--- src/hw/rtl/rtbc_pkg.sv ---
// rtbc_pkg: shared types, constants and helper functions for the ranging timing budget block
// used by rtbc_div, rtbc_mul and ranging_timing_budget_calc; no dependencies
package rtbc_pkg;

    // fixed datapath widths
    localparam int MACRO_W   = 20;  // macro period in ns, at most 968532
    localparam int MCLK_W    = 16;  // macro period counts
    localparam int WORD_W    = 32;  // microsecond sums
    localparam int DIV_STEPS = 32;  // one quotient bit per cycle
    localparam int MUL_STEPS = 16;  // one multiplier bit per cycle
    localparam int DIV_CNT_W = $clog2(DIV_STEPS + 1);
    localparam int MUL_CNT_W = $clog2(MUL_STEPS + 1);

    // sequence step overheads in us
    localparam logic [31:0] OVH_START_GET = 32'd1910;
    localparam logic [31:0] OVH_START_SET = 32'd1320;
    localparam logic [31:0] OVH_END       = 32'd960;
    localparam logic [31:0] OVH_MSRC      = 32'd660;
    localparam logic [31:0] OVH_TCC       = 32'd590;
    localparam logic [31:0] OVH_DSS       = 32'd690;
    localparam logic [31:0] OVH_PRE       = 32'd660;
    localparam logic [31:0] OVH_FINAL     = 32'd550;
    localparam logic [31:0] BUDGET_MIN    = 32'd20000;
    localparam logic [31:0] ENC_HIGH_MASK = 32'hFFFFFF00;

    // macro period: (vclks * pclks * pll_ps + 500) / 1000
    localparam int          MACRO_VCLKS   = 2304;
    localparam int          PLL_CLK_PS    = 1655;
    localparam logic [31:0] MACRO_SCALE   = 32'(MACRO_VCLKS * PLL_CLK_PS);
    localparam logic [31:0] MACRO_ROUND   = 32'd500;
    localparam logic [MACRO_W-1:0] NS_PER_US = MACRO_W'(1000);

    // step enable bit positions
    localparam int EN_MSRC  = 2;
    localparam int EN_DSS   = 3;
    localparam int EN_TCC   = 4;
    localparam int EN_PRE   = 6;
    localparam int EN_FINAL = 7;

    // result status codes
    localparam logic [1:0] STATUS_OK         = 2'd0;
    localparam logic [1:0] STATUS_LOW_BUDGET = 2'd1;
    localparam logic [1:0] STATUS_NO_ROOM    = 2'd2;
    localparam logic [1:0] STATUS_ZERO_MACRO = 2'd3;

    typedef enum logic [4:0] {
        ST_IDLE,
        ST_MAC_PRE,
        ST_MAC_FIN,
        ST_MSRC_MUL,
        ST_MSRC_DIV,
        ST_PRE_MUL,
        ST_PRE_DIV,
        ST_SUM_TCC,
        ST_SUM_MSRC,
        ST_SUM_PRE,
        ST_BRANCH,
        ST_FIN_MUL,
        ST_FIN_DIV,
        ST_GET_DONE,
        ST_SET_CHECK,
        ST_SET_PREP,
        ST_SET_DIV,
        ST_ENCODE,
        ST_OUT
    } rtbc_state_t;

    // status of a serial arithmetic unit
    typedef struct packed {
        logic busy;
        logic done;
    } rtbc_unit_stat_t;

    // laser period code to pclks, wraps at 8 bits
    function automatic logic [7:0] pclks_of(input logic [7:0] code);
        logic [7:0] t;
        begin
            t = code + 8'd1;
            return {t[6:0], 1'b0};
        end
    endfunction

    // numerator of the macro period rounding divide
    function automatic logic [31:0] macro_num(input logic [7:0] pclks);
        begin
            return 32'(MACRO_SCALE * 32'(pclks)) + MACRO_ROUND;
        end
    endfunction

    // mantissa byte shifted by the exponent in bits 11:8 within 16 bits, plus one; one if bits 15:12 are set
    function automatic logic [15:0] decode_to(input logic [15:0] code);
        logic [15:0] m;
        begin
            m = (code[15:12] == 4'd0) ? (16'(code[7:0]) << code[11:8]) : 16'd0;
            return m + 16'd1;
        end
    endfunction

endpackage

--- src/hw/rtl/rtbc_div.sv ---
// rtbc_div: restoring divider, one quotient bit per cycle
// depends on rtbc_pkg
module rtbc_div (
    input  logic                          aclk,
    input  logic                          aresetn,
    input  logic                          start,
    input  logic [31:0]                   dividend,
    input  logic [rtbc_pkg::MACRO_W-1:0]  divisor,
    output logic [31:0]                   quotient,
    output rtbc_pkg::rtbc_unit_stat_t     stat
);

    logic [rtbc_pkg::DIV_CNT_W-1:0] count_reg, count_next;
    logic                           done_reg, done_next;
    logic [rtbc_pkg::MACRO_W-1:0]   rem_reg, rem_next;
    logic [31:0]                    quo_reg, quo_next;
    logic [rtbc_pkg::MACRO_W-1:0]   dsr_reg, dsr_next;
    logic [rtbc_pkg::MACRO_W:0]     trial;
    logic                           fits;

    // one trial subtract per cycle, dividend bits shift out as quotient bits shift in
    always_comb begin
        trial      = {rem_reg, quo_reg[31]};
        fits       = trial >= {1'b0, dsr_reg};
        rem_next   = rem_reg;
        quo_next   = quo_reg;
        dsr_next   = dsr_reg;
        count_next = count_reg;
        done_next  = 1'b0;
        if (start) begin
            rem_next   = '0;
            quo_next   = dividend;
            dsr_next   = divisor;
            count_next = rtbc_pkg::DIV_CNT_W'(rtbc_pkg::DIV_STEPS);
        end else if (count_reg != '0) begin
            rem_next   = fits ? rtbc_pkg::MACRO_W'(trial - {1'b0, dsr_reg})
                              : trial[rtbc_pkg::MACRO_W-1:0];
            quo_next   = {quo_reg[30:0], fits};
            count_next = count_reg - 1'b1;
            done_next  = (count_reg == 1);
        end
    end

    // step counter and done pulse
    always_ff @(posedge aclk) begin
        if (!aresetn) begin
            count_reg <= '0;
            done_reg  <= 1'b0;
        end else begin
            count_reg <= count_next;
            done_reg  <= done_next;
        end
    end

    // operand and partial result registers
    always_ff @(posedge aclk) begin
        rem_reg <= rem_next;
        quo_reg <= quo_next;
        dsr_reg <= dsr_next;
    end

    assign quotient  = quo_reg;
    assign stat.busy = count_reg != '0;
    assign stat.done = done_reg;

endmodule

--- src/hw/rtl/rtbc_mul.sv ---
// rtbc_mul: shift-add multiplier, one multiplier bit per cycle, product wraps at 32 bits
// depends on rtbc_pkg
module rtbc_mul (
    input  logic                          aclk,
    input  logic                          aresetn,
    input  logic                          start,
    input  logic [rtbc_pkg::MCLK_W-1:0]   mplier,
    input  logic [rtbc_pkg::MACRO_W-1:0]  mcand,
    input  logic [31:0]                   addend,
    output logic [31:0]                   product,
    output rtbc_pkg::rtbc_unit_stat_t     stat
);

    logic [rtbc_pkg::MUL_CNT_W-1:0] count_reg, count_next;
    logic                           done_reg, done_next;
    logic [31:0]                    acc_reg, acc_next;
    logic [31:0]                    mcand_reg, mcand_next;
    logic [rtbc_pkg::MCLK_W-1:0]    mplier_reg, mplier_next;

    // add the shifted multiplicand when the low multiplier bit is set
    always_comb begin
        acc_next    = acc_reg;
        mcand_next  = mcand_reg;
        mplier_next = mplier_reg;
        count_next  = count_reg;
        done_next   = 1'b0;
        if (start) begin
            acc_next    = addend;
            mcand_next  = 32'(mcand);
            mplier_next = mplier;
            count_next  = rtbc_pkg::MUL_CNT_W'(rtbc_pkg::MUL_STEPS);
        end else if (count_reg != '0) begin
            acc_next    = mplier_reg[0] ? acc_reg + mcand_reg : acc_reg;
            mcand_next  = {mcand_reg[30:0], 1'b0};
            mplier_next = mplier_reg >> 1;
            count_next  = count_reg - 1'b1;
            done_next   = (count_reg == 1);
        end
    end

    // step counter and done pulse
    always_ff @(posedge aclk) begin
        if (!aresetn) begin
            count_reg <= '0;
            done_reg  <= 1'b0;
        end else begin
            count_reg <= count_next;
            done_reg  <= done_next;
        end
    end

    // accumulator and operand shift registers
    always_ff @(posedge aclk) begin
        acc_reg    <= acc_next;
        mcand_reg  <= mcand_next;
        mplier_reg <= mplier_next;
    end

    assign product   = acc_reg;
    assign stat.busy = count_reg != '0;
    assign stat.done = done_reg;

endmodule

--- src/hw/rtl/ranging_timing_budget_calc.sv ---
// Ranging timing budget calculator: takes one get or set request at a time and
// returns one result per request. The input is ready again in the same cycle as the
// result is offered. Each 32-step division runs on the shared bit-serial divider:
// four always run (two macro periods, the msrc and pre-range times) and a fifth runs
// for the final-range time of a get with final range or the new timeout of a set
// with final range that passes its checks. Serial multiplies of 16 steps run on the
// multiplier, two, or three for a get with final range; then come the step sums and,
// for a set whose new timeout is computed, a timeout encode by normalize shifts.
// s_tready is high only while no request is in work; a finished result sits in the
// output register, so the next request can be taken while the result still waits
// for m_tready. The stored budget resets to zero.
// depends on rtbc_pkg, rtbc_div and rtbc_mul
module ranging_timing_budget_calc (
    input  logic         aclk,
    input  logic         aresetn,
    input  logic         s_tvalid,
    output logic         s_tready,
    // step_enables[7:0], pre_period_code[15:8], final_period_code[23:16],
    // msrc_timeout_code[31:24], pre_timeout_code[47:32],
    // final_timeout_code[63:48], req_budget[95:64]
    input  logic [95:0]  s_tdata,
    // func[0]
    input  logic         s_tuser,
    output logic         m_tvalid,
    input  logic         m_tready,
    // status[1:0], write_timeout[2], new_timeout_code[18:3], stored_budget[50:19],
    // zero pad [55:51]
    output logic [55:0]  m_tdata
);

    rtbc_pkg::rtbc_state_t state_reg, state_next;
    logic        launched_reg, launched_next;
    logic [31:0] stored_budget_reg, stored_budget_next;
    logic        m_tvalid_reg, m_tvalid_next;

    // request fields
    logic        func_reg;
    logic [7:0]  en_reg;
    logic [7:0]  pre_pc_reg;
    logic [7:0]  fin_pc_reg;
    logic [7:0]  msrc_code_reg;
    logic [15:0] pre_to_reg;
    logic [15:0] fin_to_reg;
    logic [31:0] req_reg;

    // working registers
    logic [rtbc_pkg::MACRO_W-1:0] pre_macro_reg;
    logic [rtbc_pkg::MACRO_W-1:0] fin_macro_reg;
    logic [31:0] msrc_us_reg;
    logic [31:0] pre_us_reg;
    logic [31:0] sum_reg;
    logic [31:0] work_reg;
    logic [15:0] mclks_reg;
    logic [15:0] enc_ls_reg;
    logic [3:0]  enc_ms_reg;
    logic [1:0]  status_reg;
    logic        wr_reg;
    logic [15:0] code_reg;
    logic [55:0] m_tdata_reg;

    // unit connections
    logic                          div_start;
    logic [31:0]                   div_dividend;
    logic [rtbc_pkg::MACRO_W-1:0]  div_divisor;
    logic [31:0]                   div_quo;
    rtbc_pkg::rtbc_unit_stat_t     div_stat;
    logic                          mul_start;
    logic [15:0]                   mul_mplier;
    logic [rtbc_pkg::MACRO_W-1:0]  mul_mcand;
    logic [31:0]                   mul_addend;
    logic [31:0]                   mul_product;
    rtbc_pkg::rtbc_unit_stat_t     mul_stat;

    // decoded flags and values
    logic        is_set, en_tcc, en_dss, en_msrc, en_pre, en_fin;
    logic [15:0] pre_mclks;
    logic [15:0] pre_add;
    logic [15:0] set_fm;
    logic        enc_done;
    logic        out_free;
    logic        s_accept;

    assign is_set    = func_reg;
    assign en_tcc    = en_reg[rtbc_pkg::EN_TCC];
    assign en_dss    = en_reg[rtbc_pkg::EN_DSS];
    assign en_msrc   = en_reg[rtbc_pkg::EN_MSRC];
    assign en_pre    = en_reg[rtbc_pkg::EN_PRE];
    assign en_fin    = en_reg[rtbc_pkg::EN_FINAL];
    assign pre_mclks = rtbc_pkg::decode_to(pre_to_reg);
    assign pre_add   = en_pre ? pre_mclks : 16'd0;
    assign set_fm    = div_quo[15:0] + pre_add;
    assign enc_done  = (mclks_reg == 16'd0)
                       || ((32'(enc_ls_reg) & rtbc_pkg::ENC_HIGH_MASK) == 32'd0);
    assign out_free  = !m_tvalid_reg || m_tready;
    assign s_accept  = s_tvalid && s_tready;

    rtbc_div u_div (
        .aclk     (aclk),
        .aresetn  (aresetn),
        .start    (div_start),
        .dividend (div_dividend),
        .divisor  (div_divisor),
        .quotient (div_quo),
        .stat     (div_stat)
    );

    rtbc_mul u_mul (
        .aclk     (aclk),
        .aresetn  (aresetn),
        .start    (mul_start),
        .mplier   (mul_mplier),
        .mcand    (mul_mcand),
        .addend   (mul_addend),
        .product  (mul_product),
        .stat     (mul_stat)
    );

    // next state
    always_comb begin
        state_next = state_reg;
        case (state_reg)
            rtbc_pkg::ST_IDLE:      if (s_tvalid) state_next = rtbc_pkg::ST_MAC_PRE;
            rtbc_pkg::ST_MAC_PRE:   if (div_stat.done) state_next = rtbc_pkg::ST_MAC_FIN;
            rtbc_pkg::ST_MAC_FIN:   if (div_stat.done) state_next = rtbc_pkg::ST_MSRC_MUL;
            rtbc_pkg::ST_MSRC_MUL:  if (mul_stat.done) state_next = rtbc_pkg::ST_MSRC_DIV;
            rtbc_pkg::ST_MSRC_DIV:  if (div_stat.done) state_next = rtbc_pkg::ST_PRE_MUL;
            rtbc_pkg::ST_PRE_MUL:   if (mul_stat.done) state_next = rtbc_pkg::ST_PRE_DIV;
            rtbc_pkg::ST_PRE_DIV:   if (div_stat.done) state_next = rtbc_pkg::ST_SUM_TCC;
            rtbc_pkg::ST_SUM_TCC:   state_next = rtbc_pkg::ST_SUM_MSRC;
            rtbc_pkg::ST_SUM_MSRC:  state_next = rtbc_pkg::ST_SUM_PRE;
            rtbc_pkg::ST_SUM_PRE:   state_next = rtbc_pkg::ST_BRANCH;
            rtbc_pkg::ST_BRANCH: begin
                if (!is_set) begin
                    state_next = en_fin ? rtbc_pkg::ST_FIN_MUL : rtbc_pkg::ST_GET_DONE;
                end else if (req_reg < rtbc_pkg::BUDGET_MIN) begin
                    state_next = rtbc_pkg::ST_OUT;
                end else begin
                    state_next = en_fin ? rtbc_pkg::ST_SET_CHECK : rtbc_pkg::ST_OUT;
                end
            end
            rtbc_pkg::ST_FIN_MUL:   if (mul_stat.done) state_next = rtbc_pkg::ST_FIN_DIV;
            rtbc_pkg::ST_FIN_DIV:   if (div_stat.done) state_next = rtbc_pkg::ST_GET_DONE;
            rtbc_pkg::ST_GET_DONE:  state_next = rtbc_pkg::ST_OUT;
            rtbc_pkg::ST_SET_CHECK: begin
                if (sum_reg > req_reg || fin_macro_reg == '0) begin
                    state_next = rtbc_pkg::ST_OUT;
                end else begin
                    state_next = rtbc_pkg::ST_SET_PREP;
                end
            end
            rtbc_pkg::ST_SET_PREP:  state_next = rtbc_pkg::ST_SET_DIV;
            rtbc_pkg::ST_SET_DIV:   if (div_stat.done) state_next = rtbc_pkg::ST_ENCODE;
            rtbc_pkg::ST_ENCODE:    if (enc_done) state_next = rtbc_pkg::ST_OUT;
            rtbc_pkg::ST_OUT:       if (out_free) state_next = rtbc_pkg::ST_IDLE;
            default:                state_next = rtbc_pkg::ST_IDLE;
        endcase
    end

    // unit starts and operand selection
    always_comb begin
        s_tready     = state_reg == rtbc_pkg::ST_IDLE;
        div_start    = 1'b0;
        div_dividend = mul_product;
        div_divisor  = rtbc_pkg::NS_PER_US;
        mul_start    = 1'b0;
        mul_mplier   = pre_mclks;
        mul_mcand    = pre_macro_reg;
        mul_addend   = 32'(pre_macro_reg >> 1);
        case (state_reg)
            rtbc_pkg::ST_MAC_PRE: begin
                div_start    = !launched_reg;
                div_dividend = rtbc_pkg::macro_num(rtbc_pkg::pclks_of(pre_pc_reg));
            end
            rtbc_pkg::ST_MAC_FIN: begin
                div_start    = !launched_reg;
                div_dividend = rtbc_pkg::macro_num(rtbc_pkg::pclks_of(fin_pc_reg));
            end
            rtbc_pkg::ST_MSRC_MUL: begin
                mul_start  = !launched_reg;
                mul_mplier = 16'(msrc_code_reg) + 16'd1;
            end
            rtbc_pkg::ST_PRE_MUL: begin
                mul_start  = !launched_reg;
            end
            rtbc_pkg::ST_FIN_MUL: begin
                mul_start  = !launched_reg;
                mul_mplier = mclks_reg;
                mul_mcand  = fin_macro_reg;
                mul_addend = 32'(fin_macro_reg >> 1);
            end
            rtbc_pkg::ST_MSRC_DIV, rtbc_pkg::ST_PRE_DIV, rtbc_pkg::ST_FIN_DIV: begin
                div_start  = !launched_reg;
            end
            rtbc_pkg::ST_SET_DIV: begin
                div_start    = !launched_reg;
                div_dividend = work_reg;
                div_divisor  = fin_macro_reg;
            end
            default: begin
                div_start = 1'b0;
            end
        endcase
    end

    // control registers
    always_comb begin
        launched_next      = (state_next != state_reg) ? 1'b0
                             : (launched_reg || div_start || mul_start);
        stored_budget_next = stored_budget_reg;
        m_tvalid_next      = m_tvalid_reg && !m_tready;
        if (state_reg == rtbc_pkg::ST_GET_DONE) begin
            stored_budget_next = sum_reg;
        end
        if (state_reg == rtbc_pkg::ST_ENCODE && enc_done) begin
            stored_budget_next = req_reg;
        end
        if (state_reg == rtbc_pkg::ST_OUT && out_free) begin
            m_tvalid_next = 1'b1;
        end
    end

    always_ff @(posedge aclk) begin
        if (!aresetn) begin
            state_reg         <= rtbc_pkg::ST_IDLE;
            launched_reg      <= 1'b0;
            stored_budget_reg <= '0;
            m_tvalid_reg      <= 1'b0;
        end else begin
            state_reg         <= state_next;
            launched_reg      <= launched_next;
            stored_budget_reg <= stored_budget_next;
            m_tvalid_reg      <= m_tvalid_next;
        end
    end

    // datapath registers
    always_ff @(posedge aclk) begin
        case (state_reg)
            rtbc_pkg::ST_IDLE: begin
                if (s_accept) begin
                    func_reg      <= s_tuser;
                    en_reg        <= s_tdata[7:0];
                    pre_pc_reg    <= s_tdata[15:8];
                    fin_pc_reg    <= s_tdata[23:16];
                    msrc_code_reg <= s_tdata[31:24];
                    pre_to_reg    <= s_tdata[47:32];
                    fin_to_reg    <= s_tdata[63:48];
                    req_reg       <= s_tdata[95:64];
                    sum_reg       <= s_tuser ? rtbc_pkg::OVH_START_SET + rtbc_pkg::OVH_END
                                             : rtbc_pkg::OVH_START_GET + rtbc_pkg::OVH_END;
                    status_reg    <= rtbc_pkg::STATUS_OK;
                    wr_reg        <= 1'b0;
                    code_reg      <= 16'd0;
                end
            end
            rtbc_pkg::ST_MAC_PRE: begin
                if (div_stat.done) pre_macro_reg <= div_quo[rtbc_pkg::MACRO_W-1:0];
            end
            rtbc_pkg::ST_MAC_FIN: begin
                if (div_stat.done) fin_macro_reg <= div_quo[rtbc_pkg::MACRO_W-1:0];
            end
            rtbc_pkg::ST_MSRC_DIV: begin
                if (div_stat.done) msrc_us_reg <= div_quo;
            end
            rtbc_pkg::ST_PRE_DIV: begin
                if (div_stat.done) pre_us_reg <= div_quo;
            end
            // step overheads, one add per cycle
            rtbc_pkg::ST_SUM_TCC: begin
                if (en_tcc) sum_reg <= sum_reg + msrc_us_reg + rtbc_pkg::OVH_TCC;
            end
            rtbc_pkg::ST_SUM_MSRC: begin
                if (en_dss) begin
                    sum_reg <= sum_reg + {msrc_us_reg[30:0], 1'b0}
                               + {rtbc_pkg::OVH_DSS[30:0], 1'b0};
                end else if (en_msrc) begin
                    sum_reg <= sum_reg + msrc_us_reg + rtbc_pkg::OVH_MSRC;
                end
            end
            rtbc_pkg::ST_SUM_PRE: begin
                if (en_pre) sum_reg <= sum_reg + pre_us_reg + rtbc_pkg::OVH_PRE;
            end
            rtbc_pkg::ST_BRANCH: begin
                mclks_reg <= rtbc_pkg::decode_to(fin_to_reg) - pre_add;
                if (is_set) begin
                    if (req_reg < rtbc_pkg::BUDGET_MIN) begin
                        status_reg <= rtbc_pkg::STATUS_LOW_BUDGET;
                    end else if (en_fin) begin
                        sum_reg <= sum_reg + rtbc_pkg::OVH_FINAL;
                    end
                end
            end
            rtbc_pkg::ST_FIN_DIV: begin
                if (div_stat.done) sum_reg <= sum_reg + div_quo + rtbc_pkg::OVH_FINAL;
            end
            rtbc_pkg::ST_SET_CHECK: begin
                if (sum_reg > req_reg) begin
                    status_reg <= rtbc_pkg::STATUS_NO_ROOM;
                end else if (fin_macro_reg == '0) begin
                    status_reg <= rtbc_pkg::STATUS_ZERO_MACRO;
                end
                work_reg <= req_reg - sum_reg;
            end
            // remaining us times 1000 plus half a macro period, wraps at 32 bits
            rtbc_pkg::ST_SET_PREP: begin
                work_reg <= {work_reg[21:0], 10'd0} - {work_reg[26:0], 5'd0}
                            + {work_reg[28:0], 3'd0} + 32'(fin_macro_reg >> 1);
            end
            rtbc_pkg::ST_SET_DIV: begin
                if (div_stat.done) begin
                    mclks_reg  <= set_fm;
                    enc_ls_reg <= set_fm - 16'd1;
                    enc_ms_reg <= 4'd0;
                end
            end
            // normalize the mantissa into the low byte, one shift per cycle
            rtbc_pkg::ST_ENCODE: begin
                if (mclks_reg == 16'd0) begin
                    code_reg <= 16'd0;
                    wr_reg   <= 1'b1;
                end else if (!enc_done) begin
                    enc_ls_reg <= enc_ls_reg >> 1;
                    enc_ms_reg <= enc_ms_reg + 4'd1;
                end else begin
                    code_reg <= {4'd0, enc_ms_reg, enc_ls_reg[7:0]};
                    wr_reg   <= 1'b1;
                end
            end
            rtbc_pkg::ST_OUT: begin
                if (out_free) begin
                    m_tdata_reg <= {5'd0, stored_budget_reg, code_reg, wr_reg, status_reg};
                end
            end
            default: begin
                wr_reg <= wr_reg;
            end
        endcase
    end

    assign m_tvalid = m_tvalid_reg;
    assign m_tdata  = m_tdata_reg;

    // the divider and the multiplier take turns
    a_units_exclusive: assert property (@(posedge aclk) disable iff (!aresetn)
        !(div_stat.busy && mul_stat.busy))
        else $error("divider and multiplier busy together");

    // one request at a time
    a_one_in_flight: assert property (@(posedge aclk) disable iff (!aresetn)
        s_accept |=> !s_tready)
        else $error("input taken while a request is in work");

    // a new timeout code only comes with a good status
    a_write_ok: assert property (@(posedge aclk) disable iff (!aresetn)
        (m_tvalid && m_tdata[2]) |-> (m_tdata[1:0] == rtbc_pkg::STATUS_OK))
        else $error("timeout code written with an error status");

    // a 16-bit count needs at most eight normalize shifts
    a_enc_bound: assert property (@(posedge aclk) disable iff (!aresetn)
        (state_reg == rtbc_pkg::ST_ENCODE) |-> (enc_ms_reg <= 4'd8))
        else $error("timeout encode exponent out of range");

endmodule
--- config.mk ---
export PLATFORM = sky130hd
export DESIGN_NAME = ranging_timing_budget_calc
export DESIGN_NICKNAME = d
export VERILOG_FILES = /design/src/hw/rtl/rtbc_pkg.sv /design/src/hw/rtl/rtbc_div.sv /design/src/hw/rtl/rtbc_mul.sv /design/src/hw/rtl/ranging_timing_budget_calc.sv
export SDC_FILE = /design/constraint.sdc
export NUM_CORES = 2
export LEC_CHECK = 0
export BUFFER_PORTS_ARGS = -buffer_cell sky130_fd_sc_hd__buf_2
export CORE_UTILIZATION = 63
export DETAILED_ROUTE_END_ITERATION = 10
export PLACE_DENSITY = 0.89
export SETUP_SLACK_MARGIN = 0.4
export SYNTH_ARGS = -nofsm -noshare
export SYNTH_HDL_FRONTEND = slang
export SYNTH_HIERARCHICAL = 1
export SYNTH_SLANG_ARGS = --single-unit
--- constraint.sdc ---
create_clock -name aclk -period 12.15 [get_ports aclk]
set_clock_uncertainty 0.2 [all_clocks]
set_input_delay 3.645 -clock aclk [delete_from_list [all_inputs] [get_ports aclk]]
set_output_delay 3.645 -clock aclk [all_outputs]
set_load 0.01 [all_outputs]
==> reports/metrics.cfg <==
[status]
outcome = finished, final reports clean

[setup_path]
crit_arrival_ns = 7.13
path_cells = ha_1, nand3_1, nor2_1, xor2_1, fa_1, fa_1, inv_1, fa_1, ha_1, ha_1, a2111o_1, a41oi_1, nor2_1, o41ai_1, o21ai_0, xor2_1, a21oi_1, o21ai_0, mux2_2
criticalPathCategory = reg2reg
crit_slowest_cell = edfxtp_1
critPathMaxStageDelay_ns = 0.71
worstPathMaxFanout = 11
required_ns = 12.36
startpoint_type = flip-flop
endpoint_kind = flip-flop

[yosys]
synth_adder_area_share = 0.1776
syn_avg_cell_area_um2 = 9.442
netlist_area_mm2 = 0.04636
ys_seq_area_frac = 0.3459
synth_edf_count = 478
ys_seq_elements = 562
yosys.area_share.simple = 0.1387
synth.area.top_cells = edfxtp_1, ha_1, xnor2_1
synth_xor_area_frac = 0.06893
synth.area.mux_share = 0.03673
synth_top_family_by_area = compound AO/OA/AOI/OAI gates
synth_compound_area_frac = 0.1825
ys.flop_type = edfxtp_1
synth_largest_area_cell = edfxtp_1
async_flop_share = 0
syn_inst = 4910
synth_cell_types = 106
synth_top_area_frac = 0.3096
yosys_warnings = 6

[layout]
final_area_mm2 = 0.05020
fill_cells = 5393
drive_gt1_frac = 0.09220
largest_register_ffs = 47
syn2layout_area_growth_pct = 8.280
final_common_cell = ha_1
fin_util = 0.6892
nNetsFinal = 5721
final_cell_mix = ha_1, edfxtp_1, nand2_1

[worst_hold_path]
min_path_type = reg2reg

[floorplan]
dieArea_mm2 = 0.07468
rows = 99
die_h_um = 273.3
initial_core_util = 0.6365
core_area_mm2 = 0.07283
io_pins = 159
die_w_um = 273.3

[sta]
fmax_mhz = 144.5
slew_headroom = 0.2724
setup_viol = 0
tns_ns = 0
tightest_slew_ns = 1.089
slew_viol_final = 0
period_minus_slack_ns = 6.922
rsz0062_at_grt = no
fin_ws_ns = 5.228
finalCritPeriodShare = 0.5698
hold_viol = 0

[global_routing]
grt_pass1_wl_um = 205900
grt_max_degree = 77
overflow = 0
grtUsageTotal = 0.3503
antenna_found_initial = 3
grt_pass1_vias = 37610

[clock_network]
cts-root-buf = clkbuf_16
clock_latency_ns = 0.69
cts_hold_buf = 0
cts_tree = done
cts_buffers = 60
clockBufferDepth = 3
cts_setup_buffers = 0
clk_pin_slew_worst_paths_ns = 0.07
clkSinkCount = 562
post_cts_resized = 0
cts_htree_levels = 2

[route]
antenna_left = 0
vias = 39110
drt-initial-drc-count = 4393
routed_via_density = 6.490
firstDrtPassIters = 9
drc = 0
drt_wl_total_um = 134000
wl_per_cell_um = 22.23

[power]
p_leak_nw = 21.63
power_density_mw_per_mm2 = 194.1
ir_worst_vdd_v = 0.0001927

[place]
dpl_cell_area_mm2 = 0.04806
dp_slack_ns = 5.358
io_buffers = 144
dp_hpwl_um = 101100
gp_congestion = 1.002

[flow_run]
maxCapViolations = 0

cell type report:
class | instances | area, um^2 | share of cell area
multi-input cells | 3785 | 28180 | 0.5614
well taps | 959 | 1200 | 0.02390
flip-flops and latches | 562 | 16040 | 0.3194
clock buffers | 74 | 1649 | 0.03285
diodes | 2 | 5.005 | 0.00009970
inverters | 408 | 1534 | 0.03056
repair buffers | 196 | 1111 | 0.02213
clock inverters | 40 | 485.5 | 0.009671
synthesized netlist by cell type, drive strengths merged, types with 45 or more instances:
library cell / n
inv: 406
clkbuf: 130
edfxtp: 478
xor2: 125
nor2b: 49
dfxtp: 84
a21o: 129
nand4: 53
nor2: 368
buf: 46
nand3: 105
o21ai: 251
ha: 522
mux2i: 82
a21oi: 346
nand2: 447
a211oi: 45
xnor2: 239
nor3: 98
mux2: 78
fa: 85
worst paths after layout:
kind	to	cells past startpoint	from	slack, ns
worst max-delay path	u_div/quotient[28]	19	pre_pc_reg[0]	5.23
worst min-delay path	m_tdata[6]	0	code_reg[3]	0.22
worst max register to register	u_div/quotient[28]	19	pre_pc_reg[0]	5.23
worst min register to register	m_tdata[6]	0	code_reg[3]	0.22
metrics by stage:
| stage | std cells | total power [mW] | hold slack (ns) |
|---|---|---|---|
| after floorplan | 4931 | 6.342 | 0.2003 |
| after CTS | 6024 | 9.592 | 0.2205 |
| final | 6026 | 9.742 | 0.2189 |
| after global routing | 6025 | 10.24 | 0.2266 |
| after detailed placement | 5910 | 7.582 | 0.2045 |
| after global placement | 5910 | 7.430 | 0.2029 |
report_power, final:
part / total, mW / internal (mW) / switching [mW] / leakage [nW]
combinational: 4.78 / 1.89 / 2.88 / 15.5
clock: 1.98 / 1.11 / 0.870 / 1.00
sequential: 2.98 / 2.64 / 0.347 / 5.12
total: 9.74 / 5.64 / 4.10 / 21.6
routing by layer:
layer  wire length [um]  track usage
met4               6681       0.1719
met3              12830      0.05491
met2              61890       0.5693
met1              52560       0.4552
met5                 13            0
critical path, delay by kind of cell, from the launching register on:
| kind | cells | cell delay [ns] |
|---|---|---|
| compound gates | 6 | 1.75 |
| xor+xnor | 2 | 0.75 |
| fa+ha+maj | 6 | 2.52 |
| buf+inv | 1 | 0.06 |
| flops | 1 | 0.71 |
| mux | 1 | 0.29 |
| simple gates | 3 | 0.38 |
cell families after synthesis:
| group | Yosys count |
|---|---|
| flops | 562 |
| mux | 160 |
| compound gates | 1262 |
| other cells | 1 |
| simple gates | 1370 |
| fa+ha+maj | 607 |
| buf+inv | 584 |
| xor+xnor | 364 |
No activity file was read; power rests on OpenSTA's default activity.
